### src/rtl/btc_pkg.sv
package btc_pkg;

    localparam int MAX_VERTICES = 64;
    localparam int VID_W        = $clog2(MAX_VERTICES);
    localparam int FIELD_W      = 7;
    localparam int CFG_W        = 7;
    localparam int APB_DATA_W   = 32;
    localparam int APB_ADDR_W   = 3;

    localparam logic [APB_ADDR_W-3:0] REG_VERTEX_COUNT = '0;

    localparam logic OP_EDGE  = 1'b0;
    localparam logic OP_START = 1'b1;

    typedef struct packed {
        logic edge_load;
        logic edge_wr_a;
        logic edge_wr_b;
        logic start;
        logic sweep_rd;
        logic sweep_restart;
        logic out_fail;
        logic out_vertex;
        logic clear_rows;
    } btc_cmd_t;

    typedef struct packed {
        logic edge_ok;
        logic vidx_last;
        logic changed;
        logic fail;
        logic out_last;
        logic out_failed;
    } btc_stat_t;

    // count 0 acts as 1, anything above the store size as the store size
    function automatic logic [FIELD_W-1:0] eff_count(input logic [CFG_W-1:0] vc);
        logic [FIELD_W-1:0] n;
        n = FIELD_W'(vc);
        if (n == '0)
            n = FIELD_W'(1);
        else if (n > FIELD_W'(MAX_VERTICES))
            n = FIELD_W'(MAX_VERTICES);
        return n;
    endfunction

    function automatic logic [MAX_VERTICES-1:0] count_mask(input logic [FIELD_W-1:0] n);
        logic [MAX_VERTICES-1:0] m;
        for (int i = 0; i < MAX_VERTICES; i++)
            m[i] = (FIELD_W'(i) < n);
        return m;
    endfunction

endpackage

### src/rtl/btc_ctrl.sv
module btc_ctrl (
    input  logic               clk,
    input  logic               rst_n,
    input  logic               in_valid,
    output logic               in_ready,
    input  logic               opcode,
    output logic               out_valid,
    input  logic               out_ready,
    input  btc_pkg::btc_stat_t stat,
    output btc_pkg::btc_cmd_t  cmd
);

    typedef enum logic [2:0] {
        S_IDLE,
        S_EDGE_A,
        S_EDGE_B,
        S_SWEEP,
        S_DRAIN,
        S_DECIDE,
        S_EMIT
    } state_t;

    state_t state_reg, state_next;
    logic   out_valid_reg, out_valid_next;
    logic   in_accept;
    logic   out_accept;

    assign in_ready   = (state_reg == S_IDLE);
    assign in_accept  = in_valid && in_ready;
    assign out_accept = out_valid_reg && out_ready;
    assign out_valid  = out_valid_reg;

    always_comb
    begin
        state_next     = state_reg;
        out_valid_next = out_valid_reg;
        cmd            = '0;
        unique case (state_reg)
            S_IDLE:
            begin
                if (in_accept)
                begin
                    unique case (opcode)
                        btc_pkg::OP_START:
                        begin
                            cmd.start  = 1'b1;
                            state_next = S_SWEEP;
                        end
                        btc_pkg::OP_EDGE:
                        begin
                            // drop edges with an endpoint out of range
                            if (stat.edge_ok)
                            begin
                                cmd.edge_load = 1'b1;
                                state_next    = S_EDGE_A;
                            end
                        end
                        default: state_next = S_IDLE;
                    endcase
                end
            end
            S_EDGE_A:
            begin
                cmd.edge_wr_a = 1'b1;
                state_next    = S_EDGE_B;
            end
            S_EDGE_B:
            begin
                cmd.edge_wr_b = 1'b1;
                state_next    = S_IDLE;
            end
            S_SWEEP:
            begin
                cmd.sweep_rd = 1'b1;
                if (stat.vidx_last)
                    state_next = S_DRAIN;
            end
            S_DRAIN:
            begin
                state_next = S_DECIDE;
            end
            S_DECIDE:
            begin
                if (stat.changed)
                begin
                    cmd.sweep_restart = 1'b1;
                    state_next        = S_SWEEP;
                end
                else
                begin
                    if (stat.fail)
                        cmd.out_fail = 1'b1;
                    else
                        cmd.out_vertex = 1'b1;
                    out_valid_next = 1'b1;
                    state_next     = S_EMIT;
                end
            end
            S_EMIT:
            begin
                if (out_accept)
                begin
                    if (stat.out_last)
                    begin
                        // the store survives a failed check
                        cmd.clear_rows = !stat.out_failed;
                        out_valid_next = 1'b0;
                        state_next     = S_IDLE;
                    end
                    else
                    begin
                        cmd.out_vertex = 1'b1;
                    end
                end
            end
            default:
            begin
                out_valid_next = 1'b0;
                state_next     = S_IDLE;
            end
        endcase
    end

    always_ff @(posedge clk or negedge rst_n)
    begin
        if (!rst_n)
        begin
            state_reg     <= S_IDLE;
            out_valid_reg <= 1'b0;
        end
        else
        begin
            state_reg     <= state_next;
            out_valid_reg <= out_valid_next;
        end
    end

endmodule

### config.mk
export PLATFORM = sky130hd
export DESIGN_NAME = btc_ctrl
export DESIGN_NICKNAME = d
export VERILOG_FILES = /design/src/rtl/btc_pkg.sv /design/src/rtl/btc_ctrl.sv
export SDC_FILE = /design/constraint.sdc
export NUM_CORES = 1
export LEC_CHECK = 0
export ABC_CLOCK_PERIOD_IN_PS = 1780
export BUFFER_PORTS_ARGS = -buffer_cell sky130_fd_sc_hd__buf_2
export CORE_AREA = 2 2 39 41
export CTS_BUF_LIST = sky130_fd_sc_hd__clkbuf_4
export DETAILED_ROUTE_END_ITERATION = 10
export DIE_AREA = 0 0 41 43
export GPL_TIMING_DRIVEN = 0
export HOLD_SLACK_MARGIN = 0.12
export PLACE_DENSITY = 0.52
export RECOVER_POWER = 25
export SKIP_LAST_GASP = 1
export SLEW_MARGIN = 20
export SYNTH_ARGS = -nofsm -noshare
export SYNTH_HDL_FRONTEND = slang
export SYNTH_SLANG_ARGS = --single-unit
### constraint.sdc
create_clock -name clk -period 1.78 [get_ports clk]
set_clock_uncertainty 0.15 [all_clocks]
set_input_delay 0.267 -clock clk [delete_from_list [all_inputs] [get_ports clk]]
set_output_delay 0.267 -clock clk [all_outputs]
set_load 0.005 [all_outputs]
* Word level (Yosys, flattened, before mapping)
Index checks and enable logic that the tools add are counted.
** Word-level totals
- Bits in registers :: 4
- Input bits :: 11
** Cells by class
- Bitwise logic cells :: 2
- Mux-type cells :: 32
- Reductions and logical operators :: 7
- Eq/ne operators :: 12
** Operator list (number)
- $mux W1 :: 19
- $mux W3 :: 6
- $pmux W3 S6 :: 1
- $eq A3 B3 Y1 const B :: 3
- $ne A2 B2 Y1 const B :: 4
- $eq A3 B2 Y1 const B :: 2
- $mux W2 :: 3
- $pmux W3 S2 :: 1
- $reduce_and A5 Y1 :: 1
- $reduce_or A5 Y1 :: 1
- $reduce_and A4 Y1 :: 1
- $eq A3 B1 Y1 const B :: 1
- $logic_not A3 Y1 :: 1
- $ne A3 B3 Y1 const B :: 1
- $pmux W1 S3 :: 1
- $logic_and A1 B1 Y1 :: 2
- $ne A2 B1 Y1 const B :: 1
- $not A1 Y1 :: 2
- $pmux W1 S2 :: 1
- $logic_not A1 Y1 :: 1

* Logic depth before layout (Yosys ltp)
Gate-level depths: netlist (run 1).
- Depth in word-level cells :: 4
- Mapped depth :: 4

* Worst setup path before layout (run 1)
Ideal clock, no wire load.
- Path type :: register -> output
- Start :: register state_reg[1]
- End :: output cmd[1] in the netlist's numbering
- Setup slack :: 0.389 ns
- Buffers on the path :: 1
- Data arrival time :: 0.974 ns
- Cell stages (with the launch flop) :: 5
- Data required time :: 1.363 ns
- Cell sequence :: dfrtp_1 > buf_6 > nand2b_4 > o32ai_1 > and2_1
** RTL lines
- start: declaration :: RTL line btc_ctrl.sv:23 : state_t state_reg, state_next;
- start signal: assignment :: RTL line btc_ctrl.sv:133 : state_reg <= state_next;
- end: declaration :: RTL line btc_ctrl.sv:10 : output btc_pkg::btc_cmd_t cmd

==> results of run 1 <==
[critical path: stages, from the launching register on]
cell and delay [ns]:
dfrtp_1 0.36, buf_6 0.13, nand2b_4 0.15, o32ai_2 0.18, and2_1 0.14, buf_2 0.10
[per-stage QoR]
stage,utilization,hold WS (ns),TNS [ns],setup WS (ns),power (µW)
floorplan,-,-0.1786,0,0.3894,489.9
global placement,0.3553,-0.07474,0,0.2592,620.2
detailed placement,0.3553,-0.07531,0,0.2491,621.4
CTS,0.3788,0.1252,0,0.003669,736.1
global route,0.3969,0.1470,-0.006401,-0.006401,831.4
finish,0.3969,0.1280,0,0.05788,768.1
[metal layers]
metal / up-vias / GRT usage / share of wire / wire length, µm
met5: - / 0 / 0 / 0
met4: 0 / 0.02000 / 0.015 / 14
met3: 2 / 0.04712 / 0.076 / 69
met2: 19 / 0.1656 / 0.42 / 387
met1: 180 / 0.1275 / 0.48 / 439
li1: 203 / - / - / -
[synthesized netlist by cell type]
library cell	n	share of area
a21o_1	2	0.041
a221oi_1	1	0.024
a31oi_1	2	0.034
a32oi_1	2	0.048
and2_1	1	0.017
and3_1	1	0.017
and3b_2	1	0.027
and4b_1	1	0.027
and4bb_2	1	0.034
buf_4	1	0.020
buf_6	2	0.061
dfrtp_1	4	0.27
inv_1	3	0.031
nand2_1	4	0.041
nand2b_1	2	0.034
nand2b_4	1	0.038
nand3_1	1	0.014
nand4b_1	1	0.024
nand4b_4	1	0.065
nor2_1	2	0.020
nor3_1	2	0.027
nor3_4	1	0.044
o21ai_0	1	0.014
o32ai_1	1	0.024
[power by group through the flow]
stage / Sequential [µW] / Combinational, µW / Clock [µW]
6_report: 163 / 497 / 108
2_1_floorplan: 159 / 331 / 0
4_1_cts: 162 / 461 / 114
3_5_place_dp: 162 / 459 / 0
3_3_place_gp: 161 / 459 / 0
5_1_grt: 170 / 542 / 119
[cells by family (layout without fill, tap and decap cells)]
group                  after synthesis  in the layout  synth area share
DFF                                  4              4            0.2730
and+or+nand+nor                     20             20            0.4300
AOI/OAI and AO/OA                    9              9            0.1843
buffers and inverters                6             33            0.1126
[what timing repair did]
action / 4_1_cts / 5_1_grt
gates resized for setup: 0 / 2
setup endpoints to repair: 1 / 1
pin swaps: 1 / 2
hold buffers: 1 / 0
setup buffers: 0 / 2
hold endpoints to repair: 4 / 0
[final timing paths]
path                       depth (start not counted)  slack [ns]                  endpoint                      from
max                                                5        0.06                    cmd[1]  state_reg[1]$_DFFE_PN0P_
max in group asynchronous                          2        1.02  state_reg[0]$_DFFE_PN0P_                     rst_n
max reg2reg                                        4        0.51  state_reg[0]$_DFFE_PN0P_  state_reg[1]$_DFFE_PN0P_
min                                                3        0.13  state_reg[2]$_DFFE_PN0P_                   stat[4]
min in group asynchronous                          2        0.27  state_reg[2]$_DFFE_PN0P_                     rst_n
min reg2reg                                        2        0.44     out_valid$_DFFE_PN0P_     out_valid$_DFFE_PN0P_
[cell type report]
| type | count | area share |
|---|---|---|
| Multi-Input combinational cell | 29 | 0.4237 |
| Clock buffer | 3 | 0.04100 |
| Buffer | 3 | 0.06150 |
| Sequential cell | 4 | 0.1822 |
| Inverter | 3 | 0.02050 |
| Timing Repair Buffer | 24 | 0.2346 |
| Tap cell | 16 | 0.03645 |
==> impl_metrics.toml, run 1 <==
[place]
place_congestion = 0.7209
place_area_um2 = 491.7
hpwl_um = 707.7
port_buffers = 21
place_inst = 76

[sta]
fmax_mhz = 580.7
finalCritPeriodShare = 0.9675
slew_violations = 0
max_slew_margin = 0.8241
hold_viol = 0
tightest_slew_ns = 0.2610
rsz0062_at_grt = "true"
period_minus_slack_ns = 1.722
final-setup-viol-count = 0

[power_and_ir_drop]
vdd.ir_drop.worst_v = 0.0007251
seq_power_share = 0.212
power_frac_comb = 0.647
pwr-share-clk = 0.140
leakage_uw = 0.0003130
power.density_nw_per_um2 = 1398
power_switching_uw = 298.7
switching_share = 0.3888
p_int_uw = 469.5

[cts]
cts-buffers-inserted = 3
cts_sinks = 4
cts_tree = "yes"
clkLatencyLatePin_ns = 0.23
cts_buffer_depth = 2
clock-root-buffer = "clkbuf_4"
path_clk_slew_ns = 0.04
h-tree-depth = 1

[global_route]
antenna_found_initial = 0
grt_pass1_wl_mm = 1.297
grt_max_degree = 11
grt_util_all_layers = 0.1049
first_global_vias = 359
gr-total-overflow = 0

[cells_and_area]
areaGrowthSynthToFinish_pct = 49.83
final_layout_size_suffix_gt1_frac = 0.5152
num_antenna_cells = 0
finalInstanceArea_um2 = 549.3
nFillCells = 146
nets = 79
multi_input_area_um2 = 232.7
largest_register_ffs = 3
layout_common_cells = "buf_2 (20), nand2_1 (4), dfrtp_1 (4)"
final_common_cell = "buf_2"
fin_cells = 82
seq_area_um2 = 100.1

[synth]
synth_warnings = 0
yosys_register_bits = 4
synthesis.area_um2 = 366.6
yosysSeqAreaShare = 0.2730
synthCells = 39
yosysUniqueCellTypes = 24
synth_fp_nets = 50
syn_avg_cell_area_um2 = 9.400

[routing]
drtPass1Iterations = 2
postRouteAntennaNets = 0
wire_per_inst_um = 11.11
vias = 404
routed_wl_um = 911
drt_iter0_drc = 2
drc = 0
drt-vias-per-instance = 4.927

[die]
initial_core_util = 0.2649
rows = 14
fp.dieW_um = 41
io_pins = 22
die_area_um2 = 1763
coreArea_um2 = 1384
fp.dieH_um = 43

[setup_path]
end_kind = "primary output"
startpoint_type = "register"
cp_max_fo = 8
arrival_ns = 1.31
crit_type = "register to primary output"
crit_required_ns = 1.36

[run_status]
status = "finished, final reports clean"

[min_path]
hold_path.class = "primary input to register"

[run]
maxCapViolCount = 0
Note: power is estimated with default switching activity, not from simulation.
==> run 2: changes to the inputs <==
--- a/config.mk
+++ b/config.mk
@@ -5,7 +5,7 @@
 export SDC_FILE = /design/constraint.sdc
 export NUM_CORES = 1
 export LEC_CHECK = 0
-export ABC_CLOCK_PERIOD_IN_PS = 1780
+export ABC_CLOCK_PERIOD_IN_PS = 1500
 export BUFFER_PORTS_ARGS = -buffer_cell sky130_fd_sc_hd__buf_2
 export CORE_AREA = 2 2 39 41
 export CTS_BUF_LIST = sky130_fd_sc_hd__clkbuf_4
@@ -13,8 +13,9 @@
 export DIE_AREA = 0 0 41 43
 export GPL_TIMING_DRIVEN = 0
 export HOLD_SLACK_MARGIN = 0.12
-export PLACE_DENSITY = 0.52
+export PLACE_DENSITY = 0.54
 export RECOVER_POWER = 25
+export SKIP_CTS_REPAIR_TIMING = 1
 export SKIP_LAST_GASP = 1
 export SLEW_MARGIN = 20
 export SYNTH_ARGS = -nofsm -noshare
==> constraint.sdc (replaced) <==
create_clock -name clk -period 1.5 [get_ports clk]
set_clock_uncertainty 0.15 [all_clocks]
set_input_delay 0.225 -clock clk [delete_from_list [all_inputs] [get_ports clk]]
set_output_delay 0.225 -clock clk [all_outputs]
set_load 0.005 [all_outputs]
==> run 2 against run 1 <==
Against the previous run:
- the flow now finishes with violations (setup timing)
- combinational power up 41%
- via count rose by 6.7%
- non-clock buffer count increased by 7
- worst hold slack better by 0.063 ns
- global-route usage increased by 0.41 points
- flip-flop and latch count is the same
- clock-buffer cell count unchanged
- sequential power rose by 23%
- largest cell class unchanged
- largest power group unchanged
- highest routed layer is now met3
==> impl_metrics.toml, run 2 (same netlist as run 1, synthesis figures left out) <==
[cts]
cts_tree = "yes"
h-tree-depth = 1
cts_buffer_depth = 2
clock-root-buffer = "clkbuf_4"
cts_sinks = 4
clkLatencyLatePin_ns = 0.23
cts-buffers-inserted = 3
path_clk_slew_ns = 0.04

[global_route]
grt_pass1_wl_mm = 1.255
grt_max_degree = 11
antenna_found_initial = 0
first_global_vias = 309
gr-total-overflow = 0
grt_util_all_layers = 0.1091

[cells_and_area]
nets = 86
nFillCells = 142
seq_area_um2 = 101.3
finalInstanceArea_um2 = 621.8
fin_cells = 89
num_antenna_cells = 0
final_layout_size_suffix_gt1_frac = 0.6027
areaGrowthSynthToFinish_pct = 69.62
final_common_cell = "buf_2"
multi_input_area_um2 = 245.2
largest_register_ffs = 3
layout_common_cells = "buf_2 (20), buf_4 (7), buf_6 (4), nand2_1 (4)"

[run]
maxCapViolCount = 0

[sta]
finalCritPeriodShare = 1.142
hold_viol = 0
max_slew_margin = 0.8103
fmax_mhz = 583.6
rsz0062_at_grt = "true"
tightest_slew_ns = 0.2846
period_minus_slack_ns = 1.714
final-setup-viol-count = 6
slew_violations = 0
fin_setup_tns_ns = -0.8215
fin_ws_ns = -0.2136

[routing]
vias = 431
drc = 0
drt-vias-per-instance = 4.843
drtPass1Iterations = 4
wire_per_inst_um = 10.99
routed_wl_um = 978
postRouteAntennaNets = 0
drt_iter0_drc = 6

[die]
fp.dieW_um = 41
initial_core_util = 0.2649
coreArea_um2 = 1384
die_area_um2 = 1763
rows = 14
fp.dieH_um = 43
io_pins = 22

[setup_path]
crit_required_ns = 1.12
cp_max_fo = 8
crit_type = "register to primary output"
crit_cells = 5
startpoint_type = "register"
cp_cell_sequence = "buf_6 > nand4b_1 > o32ai_2 > and2_1 > buf_2"
slowest_delay_ns = 0.36
arrival_ns = 1.34
crit_slowest_cell = "dfrtp_1"
critPathBufInv = 2
r2r.worst_path.cells = 5
cp_top_family = "simple AND/OR/NAND/NOR gates"
end_kind = "primary output"

[power_and_ir_drop]
leakage_uw = 0.0003461
p_int_uw = 642.1
seq_power_share = 0.194
power_frac_comb = 0.681
power.density_nw_per_um2 = 1659
switching_share = 0.3775
power_switching_uw = 389.4
pwr-share-clk = 0.125
vdd.ir_drop.worst_v = 0.0009979

[place]
dp_slack_ns = 0.005469
hpwl_um = 666.5
port_buffers = 21
place_area_um2 = 491.7
place_inst = 76
place_congestion = 0.7238

[min_path]
hold_path.class = "primary input to register"
holdPathStages = 3

[run_status]
status = "finished with violations"
violations = "setup timing"
==> run 2: cell count changes in the layout (fill, tap and decap cells not counted) <==
cell,before,now
buf_4,2,7
buf_6,3,4
dfrtp_1,4,3
dfrtp_2,0,1
dlygate4sd3_1,1,2
nor2_1,2,1
nor2_2,0,1
nor3_1,2,0
nor3_2,0,2
==> run 2: worst paths after layout <==
check	start	end	slack [ns]
worst min-delay path	in_valid	state_reg[1]$_DFFE_PN0P_	0.19
max in group asynchronous	rst_n	state_reg[2]$_DFFE_PN0P_	0.79
min in group asynchronous	rst_n	out_valid$_DFFE_PN0P_	0.21
worst max register to register	state_reg[1]$_DFFE_PN0P_	state_reg[0]$_DFFE_PN0P_	0.14
worst max-delay path	state_reg[0]$_DFFE_PN0P_	cmd[1]	-0.21
worst min register to register	out_valid$_DFFE_PN0P_	out_valid$_DFFE_PN0P_	0.46
==> run 2: power groups by stage <==
stage | Sequential, µW | Combinational, µW | Clock [µW]
finish | 201 | 702 | 129
global route | 207 | 762 | 154
CTS | 194 | 543 | 137
detailed placement | 195 | 540 | 0
global placement | 194 | 543 | 0
floorplan | 189 | 393 | 0
==> run 2: per-stage QoR <==
stage	power (µW)	hold WS (ns)	utilization
after floorplan	581.4	-0.2206	-
after global placement	736.2	-0.1189	0.3553
after detailed placement	734.8	-0.1187	0.3553
after CTS	873.7	-0.3712	0.3716
after global routing	1123	0.2117	0.4494
final	1031	0.1912	0.4494
==> run 2: layout make-up <==
cell class	count	share of cell area
Timing Repair Buffer	31	0.3018
Tap cell	16	0.03219
Multi-Input combinational cell	29	0.3944
Sequential cell	4	0.1630
Inverter	3	0.01811
Buffer	3	0.05433
Clock buffer	3	0.03622
==> run 2: layer usage <==
metal	global-route usage	vias up	share of wire
li1	-	219	-
met1	0.1344	191	0.45
met2	0.1594	21	0.45
met3	0.06806	0	0.097
met4	0.02000	0	0
met5	0	-	0
==> run 2: worst reg2reg max path, cell delays in order, from the launching register on <==
cell	delay (ns)
dfrtp_1	0.38
buf_6	0.14
nor3_4	0.19
buf_4	0.14
a221oi_1	0.07
a21o_1	0.17
==> run 3: changes to the inputs <==
--- a/config.mk
+++ b/config.mk
@@ -5,6 +5,7 @@
 export SDC_FILE = /design/constraint.sdc
 export NUM_CORES = 1
 export LEC_CHECK = 0
+export ABC_AREA = 1
 export ABC_CLOCK_PERIOD_IN_PS = 1500
 export BUFFER_PORTS_ARGS = -buffer_cell sky130_fd_sc_hd__buf_2
 export CORE_AREA = 2 2 39 41
@@ -13,7 +14,7 @@
 export DIE_AREA = 0 0 41 43
 export GPL_TIMING_DRIVEN = 0
 export HOLD_SLACK_MARGIN = 0.12
-export PLACE_DENSITY = 0.54
+export PLACE_DENSITY = 0.56
 export RECOVER_POWER = 25
 export SKIP_CTS_REPAIR_TIMING = 1
 export SKIP_LAST_GASP = 1
==> constraint.sdc (replaced) <==
create_clock -name clk -period 1.5 [get_ports clk]
set_clock_uncertainty 0.15 [all_clocks]
set_input_delay 0.225 -clock clk [delete_from_list [all_inputs] [get_ports clk]]
set_output_delay 0.225 -clock clk [all_outputs]
set_load 0.05 [all_outputs]
==> run 3 against run 2 <==
Against the previous run:
- the flow still finishes with violations (setup timing)
- die area unchanged
- design area up 29%
- first-iteration DRC count down 83%
- clock power about the same
- sequential share of layout area down 3.5 points
- flip-flop and latch count unchanged
- worst setup slack better by 0.015 ns
- final cell count up 25%
- global-route usage up 1.6 points
- clock-buffer cell count unchanged
==> impl_metrics.toml, run 3 <==
[routing]
wl_met1_um = 429
postRouteAntennaNets = 0
top_layer = "met3"
wl_met2_um = 576
drtPass1Iterations = 2
drc = 0
drt-vias-per-instance = 4.387
wire_per_inst_um = 9.910
vias = 487
routed_wl_mm = 1.100
dr_wl_met3_um = 94
drt_iter0_drc = 1

[setup_path]
r2r_start = "state_reg[2]$_DFFE_PN0P_"
crit_end = "cmd[8]"
crit_slowest_cell = "dfrtp_2"
arrival_ns = 1.32
crit_required_ns = 1.12
crit_start = "state_reg[1]$_DFFE_PN0P_"
crit_cells = 6
cp_max_fo = 5
reg2reg_to = "out_valid$_DFFE_PN0P_"
crit_top_cell = "nor2_4"
cp_cell_sequence = "nor2_4 > inv_2 > nor2_4 > nand3_2 > nor2_4 > buf_6"
end_kind = "primary output"
critPathBufInv = 2
r2r.worst_path.cells = 8
crit_type = "register to primary output"
startpoint_type = "register"
slowest_delay_ns = 0.46
reg2reg_setup_slack_ns = 0.05
cp_top_family = "flip-flops"

[global_route]
first_global_vias = 406
grt_max_degree = 10
gr-total-overflow = 0
grt_pass1_wl_mm = 1.511
antenna_found_initial = 0
grt_util_all_layers = 0.1249

[run]
maxCapViolCount = 0

[die]
fp.dieH_um = 43
die_area_um2 = 1763
rows = 14
io_pins = 22
coreArea_um2 = 1384
initial_core_util = 0.2812
fp.dieW_um = 41

[cells_and_area]
num_antenna_cells = 0
multi_input_area_um2 = 322.8
seq_area_um2 = 102.6
largest_register_ffs = 3
final_common_cell = "buf_2"
nFillCells = 130
layout_common_cells = "buf_2 (11), buf_4 (10), nand2_1 (8)"
fin_cells = 111
nets = 108
final_layout_size_suffix_gt1_frac = 0.6947
areaGrowthSynthToFinish_pct = 106.4

[run_status]
violations = "setup timing"
status = "finished with violations"

[power_and_ir_drop]
vdd.ir_drop.worst_v = 0.001076
pwr-share-clk = 0.090
seq_power_share = 0.159
power_frac_comb = 0.752
power.density_nw_per_um2 = 1813
power_switching_uw = 772.4
p_int_uw = 683.7
leakage_uw = 0.0004046
switching_share = 0.5305

[synth]
yosysUniqueCellTypes = 14
synth_top_family_by_area = "simple AND/OR/NAND/NOR gates"
synth_compound_area_frac = 0.02894
synth-adder-area-share = 0
synth_edf_count = 0
synth_fp_nets = 69
synthArstFlopShare = 1.000
ys_top_cells_by_area = "dfrtp_1 (26%), nand3_2 (13%), nand3_1 (12%)"
synth_warnings = 0
synthXorXnorAreaFrac = 0
synth_flop_cell = "dfrtp_1"
synth-simple-area-share = 0.5691
synth_top_cell_by_area = "dfrtp_1"
synthesis.area_um2 = 389.1
syn_avg_cell_area_um2 = 6.709
yosys_register_bits = 4
synth_top_area_share = 0.2572
synthCells = 58
synth.area.mux_share = 0
synthTopCellsByCount = "inv_1 (9), nand3_1 (9), nand2_1 (8)"
yosysSeqAreaShare = 0.2572

[min_path]
hold_path.class = "primary input to register"
holdPathStages = 4

[sta]
period_minus_slack_ns = 1.698
final-setup-viol-count = 10
fin_ws_ns = -0.1984
rsz0062_at_grt = "true"
max_slew_margin = 0.8359
hold_viol = 0
slew_violations = 0
finalCritPeriodShare = 1.132
tightest_slew_ns = 0.2479
fmax_mhz = 588.8
hold-worst-slack_ns = 0.1037

[cts]
cts-buffers-inserted = 3
cts_sinks = 4
clkLatencyLatePin_ns = 0.23
cts_buffer_depth = 2
path_clk_slew_ns = 0.04
clock-root-buffer = "clkbuf_4"
cts_tree = "yes"
h-tree-depth = 1

[place]
dp_slack_ns = -0.1292
hpwl_um = 808.2
port_buffers = 21
place_congestion = 0.7804
place_inst = 95
[run 3: cell types whose count changed after synthesis, moves of 3 or more]
cell     delta
inv_1       +6
inv_2       +3
nand2_1     +4
nand3_1     +8
nand3_2     +5
nor2_2      +4
nor2_1      +5
[run 3: cell families (layout without fill, tap and decap cells)]
group / Yosys count / in the layout
flops: 4 / 4
buf+inv: 13 / 50
simple gates: 39 / 39
compound gates: 2 / 2
[run 3: how the worst min path moves through the flow]
stage / startpoint / to
3_5_place_dp: rst_n / state_reg[1]$_DFFE_PN0P_
2_1_floorplan: rst_n / out_valid$_DFFE_PN0P_
4_1_cts: rst_n / state_reg[2]$_DFFE_PN0P_
5_1_grt: stat[4] / state_reg[0]$_DFFE_PN0P_
3_3_place_gp: rst_n / state_reg[1]$_DFFE_PN0P_
6_report: stat[4] / state_reg[0]$_DFFE_PN0P_
[run 3: tightest hold or removal path, stage by stage]
cell     delay (ns)
buf_2          0.08
nor2_2         0.05
inv_1          0.05
nand2_1        0.04
[run 3: final cells by class]
class	instances	share of cell area
multi-input combinational	41	0.4019
timing repair buffer	34	0.3396
sequential	4	0.1277
inverter	12	0.05919
clock buffer	3	0.02804
tap	16	0.02492
buffer	1	0.01869
[run 3: per-layer routing]
metal / up-vias / track usage
met2: 19 / 0.2156
met1: 210 / 0.1331
met4: 0 / 0.02000
li1: 258 / -
met3: 0 / 0.05759
met5: - / 0
[run 3: through the flow]
stage	utilization	area (µm²)	setup TNS, ns	total power [µW]
3_5_place_dp	0.4096	566.8	-0.3784	993.1
6_report	0.5805	803.3	-1.120	1456
5_1_grt	0.5805	803.3	-1.813	1565
4_1_cts	0.4259	589.3	-2.483	1131
3_3_place_gp	0.4096	566.8	-0.3560	988.2
2_1_floorplan	-	441.7	-0.7163	840.8
[run 3: power groups by stage]
| stage | Combinational, µW | Clock [µW] | Sequential (µW) |
|---|---|---|---|
| final | 1090 | 130 | 231 |
| after global routing | 1180 | 149 | 239 |
| after CTS | 777 | 137 | 217 |
| after detailed placement | 774 | 0 | 219 |
| after global placement | 768 | 0 | 220 |
| after floorplan | 597 | 0 | 244 |
